File: src/rtl/core/lsra_pkg.sv
// ----------------------------------------------------------------------------
// lsra_pkg
// Shared constants, codes and types of the linear-scan register assigner.
// ----------------------------------------------------------------------------
`timescale 1ns / 1ps
`default_nettype none

package lsra_pkg;

  localparam int unsigned NUM_REGS    = 9;
  localparam int unsigned REG_IDX_W   = (NUM_REGS > 1) ? $clog2(NUM_REGS) : 1;
  localparam int unsigned REG_FIELD_W = 4;
  localparam int unsigned POS_W       = 16;
  localparam int unsigned ID_W        = 12;
  localparam int unsigned OFF_W       = 16;
  localparam int unsigned SLOT_W      = OFF_W + 1;
  localparam int unsigned OUTCOME_W   = 2;

  localparam logic [OFF_W:0] MAX_OFFSET  = (OFF_W+1)'(32768);
  localparam logic [OFF_W:0] SLOT_BIAS   = (OFF_W+1)'(8);
  localparam int unsigned    SLOT_STEP   = 4;
  localparam logic [OFF_W:0] STEP_ROUND  = (OFF_W+1)'(SLOT_STEP + 3);
  localparam logic [OFF_W:0] ALIGN4_MASK = ~((OFF_W+1)'(3));
  localparam logic [OFF_W:0] FRAME_ROUND = (OFF_W+1)'(15);

  typedef enum logic [OUTCOME_W-1:0] {
    OUT_GRANT = 2'd0,
    OUT_EVICT = 2'd1,
    OUT_SKIP  = 2'd2
  } outcome_e;

  // register choice for one interval
  typedef struct packed {
    logic                 evict;
    logic [REG_IDX_W-1:0] idx;
    logic [ID_W-1:0]      victim_id;
  } pick_t;

  // spill slot bookkeeping for one interval
  typedef struct packed {
    logic [SLOT_W-1:0] slot;
    logic [OFF_W-1:0]  frame;
    logic              overflow;
  } spill_t;

endpackage

`default_nettype wire

File: src/rtl/core/lsra_pick.sv
// ----------------------------------------------------------------------------
// lsra_pick
// Expires stale registers, finds the lowest free one, or else the eviction
// victim (largest end, then smallest owner id, then lowest register).
// ----------------------------------------------------------------------------
`timescale 1ns / 1ps
`default_nettype none

module lsra_pick (
  input  wire logic                          restart_i,
  input  wire logic [lsra_pkg::POS_W-1:0]    start_i,
  input  wire logic [lsra_pkg::NUM_REGS-1:0] busy_i,
  input  wire logic [lsra_pkg::POS_W-1:0]    reg_end_i   [lsra_pkg::NUM_REGS],
  input  wire logic [lsra_pkg::ID_W-1:0]     reg_owner_i [lsra_pkg::NUM_REGS],
  output logic      [lsra_pkg::NUM_REGS-1:0] live_o,
  output lsra_pkg::pick_t                    pick_o
);
  import lsra_pkg::*;

  logic                    free_found;
  logic [REG_IDX_W-1:0]    free_idx;
  logic [POS_W+ID_W-1:0]   best_key;
  logic [POS_W+ID_W-1:0]   cand_key;
  logic [REG_IDX_W-1:0]    best_idx;

  always_comb begin
    for (int r = 0; r < NUM_REGS; r++) begin
      live_o[r] = busy_i[r] & ~restart_i & ~(reg_end_i[r] < start_i);
    end
  end

  // lowest free register: scan down so the lowest one is kept
  always_comb begin
    free_found = 1'b0;
    free_idx   = '0;
    for (int r = NUM_REGS - 1; r >= 0; r--) begin
      if (!live_o[r]) begin
        free_found = 1'b1;
        free_idx   = REG_IDX_W'(r);
      end
    end
  end

  // victim key: larger end wins, then smaller owner; strict compare keeps lowest reg
  always_comb begin
    best_key = {reg_end_i[0], ~reg_owner_i[0]};
    best_idx = '0;
    cand_key = best_key;
    for (int r = 1; r < NUM_REGS; r++) begin
      cand_key = {reg_end_i[r], ~reg_owner_i[r]};
      if (cand_key > best_key) begin
        best_key = cand_key;
        best_idx = REG_IDX_W'(r);
      end
    end
  end

  always_comb begin
    pick_o.evict     = ~free_found;
    pick_o.idx       = free_found ? free_idx : best_idx;
    pick_o.victim_id = free_found ? '0 : reg_owner_i[best_idx];
  end

endmodule

`default_nettype wire

File: src/rtl/core/lsra_spill.sv
// ----------------------------------------------------------------------------
// lsra_spill
// Spill offset register: slot for an evicted interval, saturating advance,
// and the frame size rounded up to sixteen bytes.
// ----------------------------------------------------------------------------
`timescale 1ns / 1ps
`default_nettype none

module lsra_spill (
  input  wire logic                       clk_i,
  input  wire logic                       rst_ni,
  input  wire logic                       adv_i,
  input  wire logic                       restart_i,
  input  wire logic                       evict_i,
  input  wire logic [lsra_pkg::OFF_W-1:0] base_i,
  output lsra_pkg::spill_t                spill_o
);
  import lsra_pkg::*;

  logic [OFF_W-1:0] offset_q, offset_d;
  logic [OFF_W-1:0] base_clamped;
  logic [OFF_W-1:0] off_cur;
  logic [OFF_W:0]   slot_mag;
  logic [OFF_W:0]   step_sum;
  logic             step_ovf;
  logic [OFF_W:0]   frame_sum;

  always_comb begin
    base_clamped = ({1'b0, base_i} > MAX_OFFSET) ? MAX_OFFSET[OFF_W-1:0] : base_i;
    off_cur      = restart_i ? base_clamped : offset_q;
    slot_mag     = {1'b0, off_cur} + SLOT_BIAS;
    step_sum     = ({1'b0, off_cur} + STEP_ROUND) & ALIGN4_MASK;
    step_ovf     = step_sum > MAX_OFFSET;
    if (evict_i) begin
      offset_d = step_ovf ? MAX_OFFSET[OFF_W-1:0] : step_sum[OFF_W-1:0];
    end else begin
      offset_d = off_cur;
    end
    frame_sum        = {1'b0, offset_d} + FRAME_ROUND;
    spill_o.slot     = evict_i ? ({SLOT_W{1'b0}} - slot_mag) : '0;
    spill_o.frame    = frame_sum[OFF_W-1:0] & ~FRAME_ROUND[OFF_W-1:0];
    spill_o.overflow = evict_i & step_ovf;
  end

  always_ff @(posedge clk_i or negedge rst_ni) begin
    if (!rst_ni) begin
      offset_q <= '0;
    end else if (adv_i) begin
      offset_q <= offset_d;
    end
  end

endmodule

`default_nettype wire

File: src/rtl/core/linear_scan_register_assigner.sv
// ----------------------------------------------------------------------------
// linear_scan_register_assigner
// Assigns registers to live intervals in start order, evicting to stack slots.
// ----------------------------------------------------------------------------
// Usage:
//   Input channel (in_valid_i / in_stall_o) takes one live interval per
//   transaction; output channel (out_valid_o / out_stall_i) returns exactly
//   one result per interval, in order.
//   An accepted interval passes through the input register, then the result
//   register. Throughput: one interval per clock while the output is not stalled;
//   the expire/free/victim search over all registers plus the spill offset update
//   sit between the two, and the register state is written as the result loads.
//   A stalled receiver holds the result register; the input register keeps
//   filling, and in_stall_o rises only while both stages are full and the
//   output is stalled.
//   Config channel (cfg_valid_i / cfg_ready_o) writes the spill base offset;
//   write it only while no interval is in flight. It takes effect at the next
//   interval with restart set.
//   Reset frees every register, clears the spill offset and the base.
// ----------------------------------------------------------------------------
`timescale 1ns / 1ps
`default_nettype none

module linear_scan_register_assigner (
  input  wire logic                              clk_i,
  input  wire logic                              rst_ni,
  // interval input
  input  wire logic                              in_valid_i,
  output logic                                   in_stall_o,
  input  wire logic                              restart_i,
  input  wire logic [lsra_pkg::ID_W-1:0]         interval_id_i,
  input  wire logic [lsra_pkg::POS_W-1:0]        interval_start_i,
  input  wire logic [lsra_pkg::POS_W-1:0]        interval_end_i,
  input  wire logic                              pre_spilled_i,
  // result output
  output logic                                   out_valid_o,
  input  wire logic                              out_stall_i,
  output logic [lsra_pkg::OUTCOME_W-1:0]         outcome_o,
  output logic [lsra_pkg::REG_FIELD_W-1:0]       reg_index_o,
  output logic [lsra_pkg::ID_W-1:0]              victim_id_o,
  output logic signed [lsra_pkg::SLOT_W-1:0]     victim_slot_o,
  output logic [lsra_pkg::OFF_W-1:0]             frame_bytes_o,
  output logic                                   spill_overflow_o,
  // configuration
  input  wire logic                              cfg_valid_i,
  output logic                                   cfg_ready_o,
  input  wire logic [lsra_pkg::OFF_W-1:0]        cfg_spill_base_offset_i
);
  import lsra_pkg::*;

  // input stage
  logic             s1_valid_q;
  logic             s1_restart_q;
  logic [ID_W-1:0]  s1_id_q;
  logic [POS_W-1:0] s1_start_q;
  logic [POS_W-1:0] s1_end_q;
  logic             s1_skip_q;
  logic             s1_adv;
  logic             in_accept;

  // register state
  logic [NUM_REGS-1:0] busy_q, busy_d;
  logic [POS_W-1:0]    reg_end_q   [NUM_REGS];
  logic [ID_W-1:0]     reg_owner_q [NUM_REGS];
  logic [NUM_REGS-1:0] live;

  logic [OFF_W-1:0] base_q;

  pick_t  pick;
  spill_t spill;
  logic   evict;

  // result register
  logic                   out_valid_q;
  outcome_e               outcome_q, outcome_d;
  logic [REG_FIELD_W-1:0] reg_index_q;
  logic [ID_W-1:0]        victim_id_q;
  logic [SLOT_W-1:0]      victim_slot_q;
  logic [OFF_W-1:0]       frame_q;
  logic                   overflow_q;

  assign s1_adv     = s1_valid_q & (~out_valid_q | ~out_stall_i);
  assign in_stall_o = s1_valid_q & ~s1_adv;
  assign in_accept  = in_valid_i & ~in_stall_o;
  assign cfg_ready_o = 1'b1;

  always_ff @(posedge clk_i or negedge rst_ni) begin
    if (!rst_ni) begin
      s1_valid_q <= 1'b0;
    end else if (in_accept) begin
      s1_valid_q <= 1'b1;
    end else if (s1_adv) begin
      s1_valid_q <= 1'b0;
    end
  end

  always_ff @(posedge clk_i) begin
    if (in_accept) begin
      s1_restart_q <= restart_i;
      s1_id_q      <= interval_id_i;
      s1_start_q   <= interval_start_i;
      s1_end_q     <= interval_end_i;
      s1_skip_q    <= pre_spilled_i;
    end
  end

  always_ff @(posedge clk_i or negedge rst_ni) begin
    if (!rst_ni) begin
      base_q <= '0;
    end else if (cfg_valid_i && cfg_ready_o) begin
      base_q <= cfg_spill_base_offset_i;
    end
  end

  lsra_pick u_pick (
    .restart_i   (s1_restart_q),
    .start_i     (s1_start_q),
    .busy_i      (busy_q),
    .reg_end_i   (reg_end_q),
    .reg_owner_i (reg_owner_q),
    .live_o      (live),
    .pick_o      (pick)
  );

  assign evict = pick.evict & ~s1_skip_q;

  lsra_spill u_spill (
    .clk_i     (clk_i),
    .rst_ni    (rst_ni),
    .adv_i     (s1_adv),
    .restart_i (s1_restart_q),
    .evict_i   (evict),
    .base_i    (base_q),
    .spill_o   (spill)
  );

  always_comb begin
    if (s1_skip_q) begin
      busy_d = s1_restart_q ? '0 : busy_q;
    end else begin
      busy_d = live;
      busy_d[pick.idx] = 1'b1;
    end
  end

  always_ff @(posedge clk_i or negedge rst_ni) begin
    if (!rst_ni) begin
      busy_q <= '0;
    end else if (s1_adv) begin
      busy_q <= busy_d;
    end
  end

  always_ff @(posedge clk_i) begin
    if (s1_adv && !s1_skip_q) begin
      reg_end_q[pick.idx]   <= s1_end_q;
      reg_owner_q[pick.idx] <= s1_id_q;
    end
  end

  always_comb begin
    if (s1_skip_q) begin
      outcome_d = OUT_SKIP;
    end else if (pick.evict) begin
      outcome_d = OUT_EVICT;
    end else begin
      outcome_d = OUT_GRANT;
    end
  end

  always_ff @(posedge clk_i or negedge rst_ni) begin
    if (!rst_ni) begin
      out_valid_q <= 1'b0;
    end else if (s1_adv) begin
      out_valid_q <= 1'b1;
    end else if (!out_stall_i) begin
      out_valid_q <= 1'b0;
    end
  end

  always_ff @(posedge clk_i) begin
    if (s1_adv) begin
      outcome_q     <= outcome_d;
      reg_index_q   <= s1_skip_q ? '0 : REG_FIELD_W'(pick.idx);
      victim_id_q   <= evict ? pick.victim_id : '0;
      victim_slot_q <= spill.slot;
      frame_q       <= spill.frame;
      overflow_q    <= spill.overflow;
    end
  end

  assign out_valid_o      = out_valid_q;
  assign outcome_o        = outcome_q;
  assign reg_index_o      = reg_index_q;
  assign victim_id_o      = victim_id_q;
  assign victim_slot_o    = victim_slot_q;
  assign frame_bytes_o    = frame_q;
  assign spill_overflow_o = overflow_q;

endmodule

`default_nettype wire

File: config.mk
export PLATFORM = sky130hd
export DESIGN_NAME = linear_scan_register_assigner
export DESIGN_NICKNAME = d
export VERILOG_FILES = /design/src/rtl/core/lsra_pkg.sv /design/src/rtl/core/lsra_pick.sv /design/src/rtl/core/lsra_spill.sv /design/src/rtl/core/linear_scan_register_assigner.sv
export SDC_FILE = /design/constraint.sdc
export NUM_CORES = 1
export LEC_CHECK = 0
export BUFFER_PORTS_ARGS = -buffer_cell sky130_fd_sc_hd__buf_2
export CORE_MARGIN = 5
export CORE_UTILIZATION = 35
export CTS_BUF_LIST = sky130_fd_sc_hd__clkbuf_2 sky130_fd_sc_hd__clkbuf_4 sky130_fd_sc_hd__clkbuf_8
export DETAILED_ROUTE_END_ITERATION = 10
export SLEW_MARGIN = 20
export SYNTH_ARGS = -nofsm -noshare
export SYNTH_HDL_FRONTEND = slang
export SYNTH_SLANG_ARGS = --single-unit
File: constraint.sdc
create_clock -name clk_i -period 70.6 [get_ports clk_i]
set_input_delay 0 -clock clk_i [delete_from_list [all_inputs] [get_ports clk_i]]
set_output_delay 0 -clock clk_i [all_outputs]
set_load 0.005 [all_outputs]
==> results of run 1 <==
==> power by group through the flow <==
stage / combinational (uW) / clock [uW] / sequential, uW
6_report: 299 / 238 / 270
5_1_grt: 327 / 256 / 271
4_1_cts: 294 / 246 / 270
3_5_place_dp: 286 / 0 / 275
3_3_place_gp: 279 / 0 / 274
2_1_floorplan: 204 / 0 / 271
==> area by class of cell <==
| cell class | count | share of cell area (%) |
|---|---|---|
| Multi-Input combinational cell | 1752 | 44.5 |
| Sequential cell | 389 | 37.4 |
| Timing Repair Buffer | 248 | 6.17 |
| Tap cell | 969 | 3.96 |
| Clock buffer | 90 | 3.80 |
| Inverter | 232 | 2.84 |
| Clock inverter | 46 | 1.27 |
| Antenna cell | 2 | 0.0163 |
==> synthesized netlist by cell type (43+ instances only) <==
master / count
nand4_1: 43
nand3_1: 48
a21o_1: 134
nand2_1: 146
o21ai_0: 120
clkbuf_1: 46
mux2_2: 92
mux2i_1: 44
ha_1: 350
nor2_1: 142
inv_1: 231
edfxtp_1: 346
dfrtp_1: 43
a21oi_1: 164
==> worst reg2reg max path: cells and delay by family, from the launching register on <==
kind	cells	cell delay (ns)
AND/OR/NAND/NOR	39	10.76
AO/OA/AOI/OAI	46	10.25
adder cells (fa/ha/maj)	8	2.49
buffers and inverters	8	1.95
multiplexers	3	1.16
flip-flops	1	0.45
==> path summary, 6_finish.rpt <==
path | endpoint | depth (start not counted)
worst max-delay path | reg_owner_q[79]$_DFFE_PP_ | 104
worst min-delay path | s1_id_q[6]$_DFFE_PP_ | 2
worst max register to register | reg_owner_q[79]$_DFFE_PP_ | 104
worst min register to register | u_spill.offset_q[11]$_DFFE_PN0P_ | 2
max in group asynchronous | u_spill.offset_q[14]$_DFFE_PN0P_ | 3
min in group asynchronous | base_q[5]$_DFFE_PN0P_ | 3
==> cell families (layout without fill, tap and decap cells) <==
kind of cell | count (synthesis) | count (layout) | share of synthesized area (%)
AO/OA/AOI/OAI | 632 | 632 | 16.6
XOR/XNOR | 25 | 25 | 0.837
adder cells (fa/ha/maj) | 354 | 354 | 16.9
buffers and inverters | 297 | 616 | 4.50
flip-flops | 389 | 389 | 43.8
multiplexers | 138 | 138 | 5.74
other | 2 | 7 | 0.0287
AND/OR/NAND/NOR | 598 | 598 | 11.6
==> what timing repair did <==
action                    in CTS  in global routing
hold buffers                 117                  1
hold endpoints to repair     120                 43
buffers inserted               0                  0
==> sequential cells by signal (all words and copies together) (netlist names), 2 cells and up <==
signal,count
base_q,16
busy_q,9
frame_bytes_o,12
outcome_o,2
reg_end_q,144
reg_index_o,4
reg_owner_q,108
s1_end_q,16
s1_id_q,12
s1_start_q,16
u_spill.offset_q,16
victim_id_o,12
victim_slot_o,17
==> stage by stage <==
step | util, % | area [sq um] | hold slack, ns
floorplan | - | 26200 | -0.296
global placement | 37.5 | 27900 | 0.177
detailed placement | 37.5 | 27900 | 0.179
CTS | 41.2 | 30600 | 0.00119
global route | 41.2 | 30600 | 0.0200
finish | 41.2 | 30600 | 0.0571
==> routing by layer <==
layer / track usage, % / part of all wire, %
met5: 0 / 0
met4: 7.42 / 3.9
met3: 3.76 / 6.2
met2: 34.0 / 47
met1: 26.1 / 43
==> impl_metrics.yaml, run 1 <==
setup_path:
  cp.required_ns: 70.87
  slowest_stage: "nor2_4"
  critPathMaxFanout: 46
  critPathCaptureType: "register"
  cp_top_family: "simple AND/OR/NAND/NOR gates"
  crit_buf_inv: 8
  cp-startpoint: "reg_end_q[123]$_DFFE_PP_"
  r2r_slack_ns: 43.08
  cp.arrival_ns: 27.79
  critical_path_class: "register to register"
  r2r-start: "reg_end_q[123]$_DFFE_PP_"
  crit_path_frequent_cell: "a21oi_1"
  cpPeakStageDelay_ns: 1.00
  cp-start-kind: "register"
min_path:
  worstHoldStart: "interval_id_i[6]"
  hold_class: "primary input to register"
yosys:
  synth_top_area_share_pct: 39.7
  synth_edf_count: 346
  yosysSeqAreaShare_pct: 43.8
  synth_ff_type: "edfxtp_1"
  yosysWarnings: 0
  syn_avg_cell_area_sq_um: 10.7
  async_reset_ff_share_pct: 11.1
  synth.area.top_cells: "edfxtp_1, ha_1, dfrtp_1, mux2_2, a21o_1"
  ys_ff_latch: 389
  synthesis.area_sq_um: 26200
  synth_cell_types: 101
  synth_top_area_cell: "edfxtp_1"
  syn_inst: 2435
die:
  num_rows: 100
  die_w_um: 283
  ios: 122
  die_h_um: 283
  design.core.area_sq_um: 74300
  start_util_pct: 35.2
  die_area_sq_um: 80300
sta:
  skew_ns: 0.0379
  fmax_mhz: 36.3
  report.final.slew_viol_count: 0
  min_period_over_period_pct: 39.0
  rsz0062_at_grt: "false"
  hold_viol: 0
  finalSetupTns_ns: 0
  finalSetupViolCount: 0
  worstMarginPinSlew_ns: 1.15
  min_period_ns: 27.52
  layout_setup_ws_ns: 43.08
  relSlewSlack_pct: 22.4
pwr:
  internal_power_uw: 508
  p_per_area_nw_per_um2: 26.3
  vdd_drop_max_uv: 16.0
  pwr-share-seq_pct: 33.5
  switching_share_pct: 37.0
  p_total_uw: 807
  power_frac_comb_pct: 37.0
  p_switching_uw: 298
  clock_power_share_pct: 29.5
  power_leakage_uw: 0.0134
grt:
  grt_max_degree: 58
  grt_use_total_pct: 20.2
  grt_pass1_wl_um: 127000
  overflow: 0
  antenna_found_initial: 2
  grt_pass1_vias: 21100
finish:
  multi_input_area_sq_um: 13600
  fin_cells: 3728
  final-seq-area_sq_um: 11500
  final_common_cell: "ha_1"
  area_growth_pct: 17.1
  drive_gt1_share_pct: 15.2
  nets: 3116
  layout_common_cells: "ha_1, edfxtp_1, inv_1"
  fillers: 7099
status:
  outcome: "finished, final reports clean"
cts:
  cts.sinks: 389
  cts-buffers-inserted: 76
  htreeDepth: 3
  clock_path_buffers: 3
  clkLatencyLatePin_ns: 0.69
  cts_tree: "done"
  clkTransAtPathRegs_ns: 0.06
  clockRootBuffer: "clkbuf_8"
  ctsResizeCount: 0
route:
  avgViaCountPerCell: 5.55
  drc: 0
  vias: 20700
  drt_iter0_markers: 1576
  drtPass1Iterations: 6
  ant_nets: 0
  wirelength_um: 83600
  wire_per_inst_um: 22.4
placed_design:
  io_buffers: 116
  dp.cells: 3471
  dp_slack_ns: 43.52
  hpwl_um: 63200
  gp_congestion: 0.960
job:
  maxCapViolations: 0
(Power assumes the default switching activity.)
==> run 2, diff against run 1 <==
clock period = 28.4 ns   (was 70.6 ns; I/O delays follow)
==> run 2 against run 1 <==
Design area down 0.11%. Sequential share of layout area barely moved. Power increased by 150%. Die area unchanged. Critical path type unchanged. Critical endpoint is now reg_owner_q[80]$_DFFE_PP_. Largest cell class unchanged.
==> impl_metrics.yaml, run 2 (synthesis gave the netlist of run 1 again) <==
pwr:
  p_per_area_nw_per_um2: 65.1
  p_switching_uw: 729
  power_leakage_uw: 0.0133
  switching_share_pct: 36.6
  vdd_drop_max_uv: 40.6
  pwr-share-seq_pct: 33.7
  internal_power_uw: 1260
  power_frac_comb_pct: 36.9
  clock_power_share_pct: 29.4
finish:
  area_growth_pct: 17.0
  drive_gt1_share_pct: 15.7
  multi_input_area_sq_um: 13600
  fillers: 7056
  regMostFlops: "reg_end_q"
  final_common_cell: "ha_1"
  layout_common_cells: "ha_1, edfxtp_1, inv_1"
  final-seq-area_sq_um: 11500
  largest_reg_flops: 144
  utilization_pct: 41.2
  nets: 3112
setup_path:
  critPathMaxFanout: 39
  cp_top_family: "simple AND/OR/NAND/NOR gates"
  crit_path_frequent_cell: "a21oi_1"
  cp.arrival_ns: 26.49
  critPathCaptureType: "register"
  cp.required_ns: 28.67
  slowest_stage: "nor2_4"
  critical_path_class: "register to register"
  crit_buf_inv: 9
  cp-start-kind: "register"
  cpPeakStageDelay_ns: 1.02
route:
  drtPass1Iterations: 5
  avgViaCountPerCell: 5.55
  vias: 20700
  wire_per_inst_um: 22.4
  drt_iter0_markers: 1670
  ant_nets: 0
  wirelength_um: 83400
  drc: 0
sta:
  rsz0062_at_grt: "false"
  hold_viol: 0
  min_period_ns: 26.22
  relSlewSlack_pct: 24.4
  min_period_over_period_pct: 92.3
  finalSetupViolCount: 0
  fmax_mhz: 38.1
  worstMarginPinSlew_ns: 1.13
  finalSetupTns_ns: 0
  skew_ns: 0.0397
  report.final.slew_viol_count: 0
cts:
  cts_setup_buffers: 0
  cts-buffers-inserted: 74
  cts.sinks: 389
  clkTransAtPathRegs_ns: 0.06
  clock_path_buffers: 3
  clkLatencyLatePin_ns: 0.68
  clockRootBuffer: "clkbuf_8"
  cts_tree: "done"
  htreeDepth: 3
placed_design:
  hpwl_um: 63000
  io_buffers: 116
  gp_congestion: 0.995
status:
  outcome: "finished, final reports clean"
die:
  design.core.area_sq_um: 74300
  ios: 122
  die_area_sq_um: 80300
  start_util_pct: 35.2
  num_rows: 100
  die_w_um: 283
  die_h_um: 283
grt:
  grt_use_total_pct: 20.2
  grt_pass1_vias: 21000
  overflow: 0
  grt_pass1_wl_um: 126000
  antenna_found_initial: 2
  grt_max_degree: 59
min_path:
  hold_class: "primary input to register"
job:
  maxCapViolations: 0
[run 2: cell type report]
cell class | instances | area share [%]
multi-input cells | 1752 | 44.6
flip-flops and latches | 389 | 37.5
repair buffers | 246 | 6.03
clock buffers | 104 | 4.19
well taps | 969 | 3.96
inverters | 232 | 2.85
clock inverters | 31 | 0.895
diodes | 2 | 0.0164
[run 2: metrics by stage]
stage	setup slack [ns]	hold slack [ns]	power, uW	instance area, sq um	cells
5_1_grt	0.148	0.0259	2110	30600	3724
2_1_floorplan	5.94	-0.296	1180	26200	2438
3_5_place_dp	1.49	0.178	1390	27900	3474
4_1_cts	1.38	0.00167	2000	30600	3722
6_report	2.18	0.0543	1990	30600	3725
3_3_place_gp	2.00	0.177	1370	27900	3474
[run 2: final timing paths]
kind / start / end / slack (ns) / depth (start not counted)
max: reg_end_q[123]$_DFFE_PP_ / reg_owner_q[80]$_DFFE_PP_ / 2.18 / 104
min: interval_id_i[10] / s1_id_q[10]$_DFFE_PP_ / 0.05 / 2
max reg2reg: reg_end_q[123]$_DFFE_PP_ / reg_owner_q[80]$_DFFE_PP_ / 2.18 / 104
min reg2reg: u_spill.offset_q[10]$_DFFE_PN0P_ / u_spill.offset_q[10]$_DFFE_PN0P_ / 0.47 / 2
max in group asynchronous: rst_ni / busy_q[3]$_DFFE_PN0P_ / 27.55 / 3
min in group asynchronous: rst_ni / base_q[5]$_DFFE_PN0P_ / 0.42 / 3
[run 2: timing repair]
action	CTS	global route
gates resized for setup	0	1
endpoints found under the setup margin	0	188
hold endpoints to repair	121	43
hold buffers	113	1
[run 2: worst reg2reg max path: cells and delay by family, from the launching register on]
kind | cells | cell delay, ns
simple gates | 39 | 10.16
fa+ha+maj | 8 | 2.51
flops | 1 | 0.47
buf+inv | 9 | 2.39
mux | 3 | 1.17
compound gates | 45 | 9.06
[run 2: per-layer routing]
metal	global-route usage, %	share of wire (%)
met5	0	0.014
met4	8.68	4.2
met3	3.40	5.9
met1	26.2	43
met2	33.4	46
[run 2: power by group through the flow]
stage                     logic, uW  registers (uW)  clock network (uW)
after floorplan                 506             673                   0
after global placement          690             682                   0
after detailed placement        706             682                   0
after CTS                       725             671                 605
after global routing            807             673                 630
final                           734             671                 586
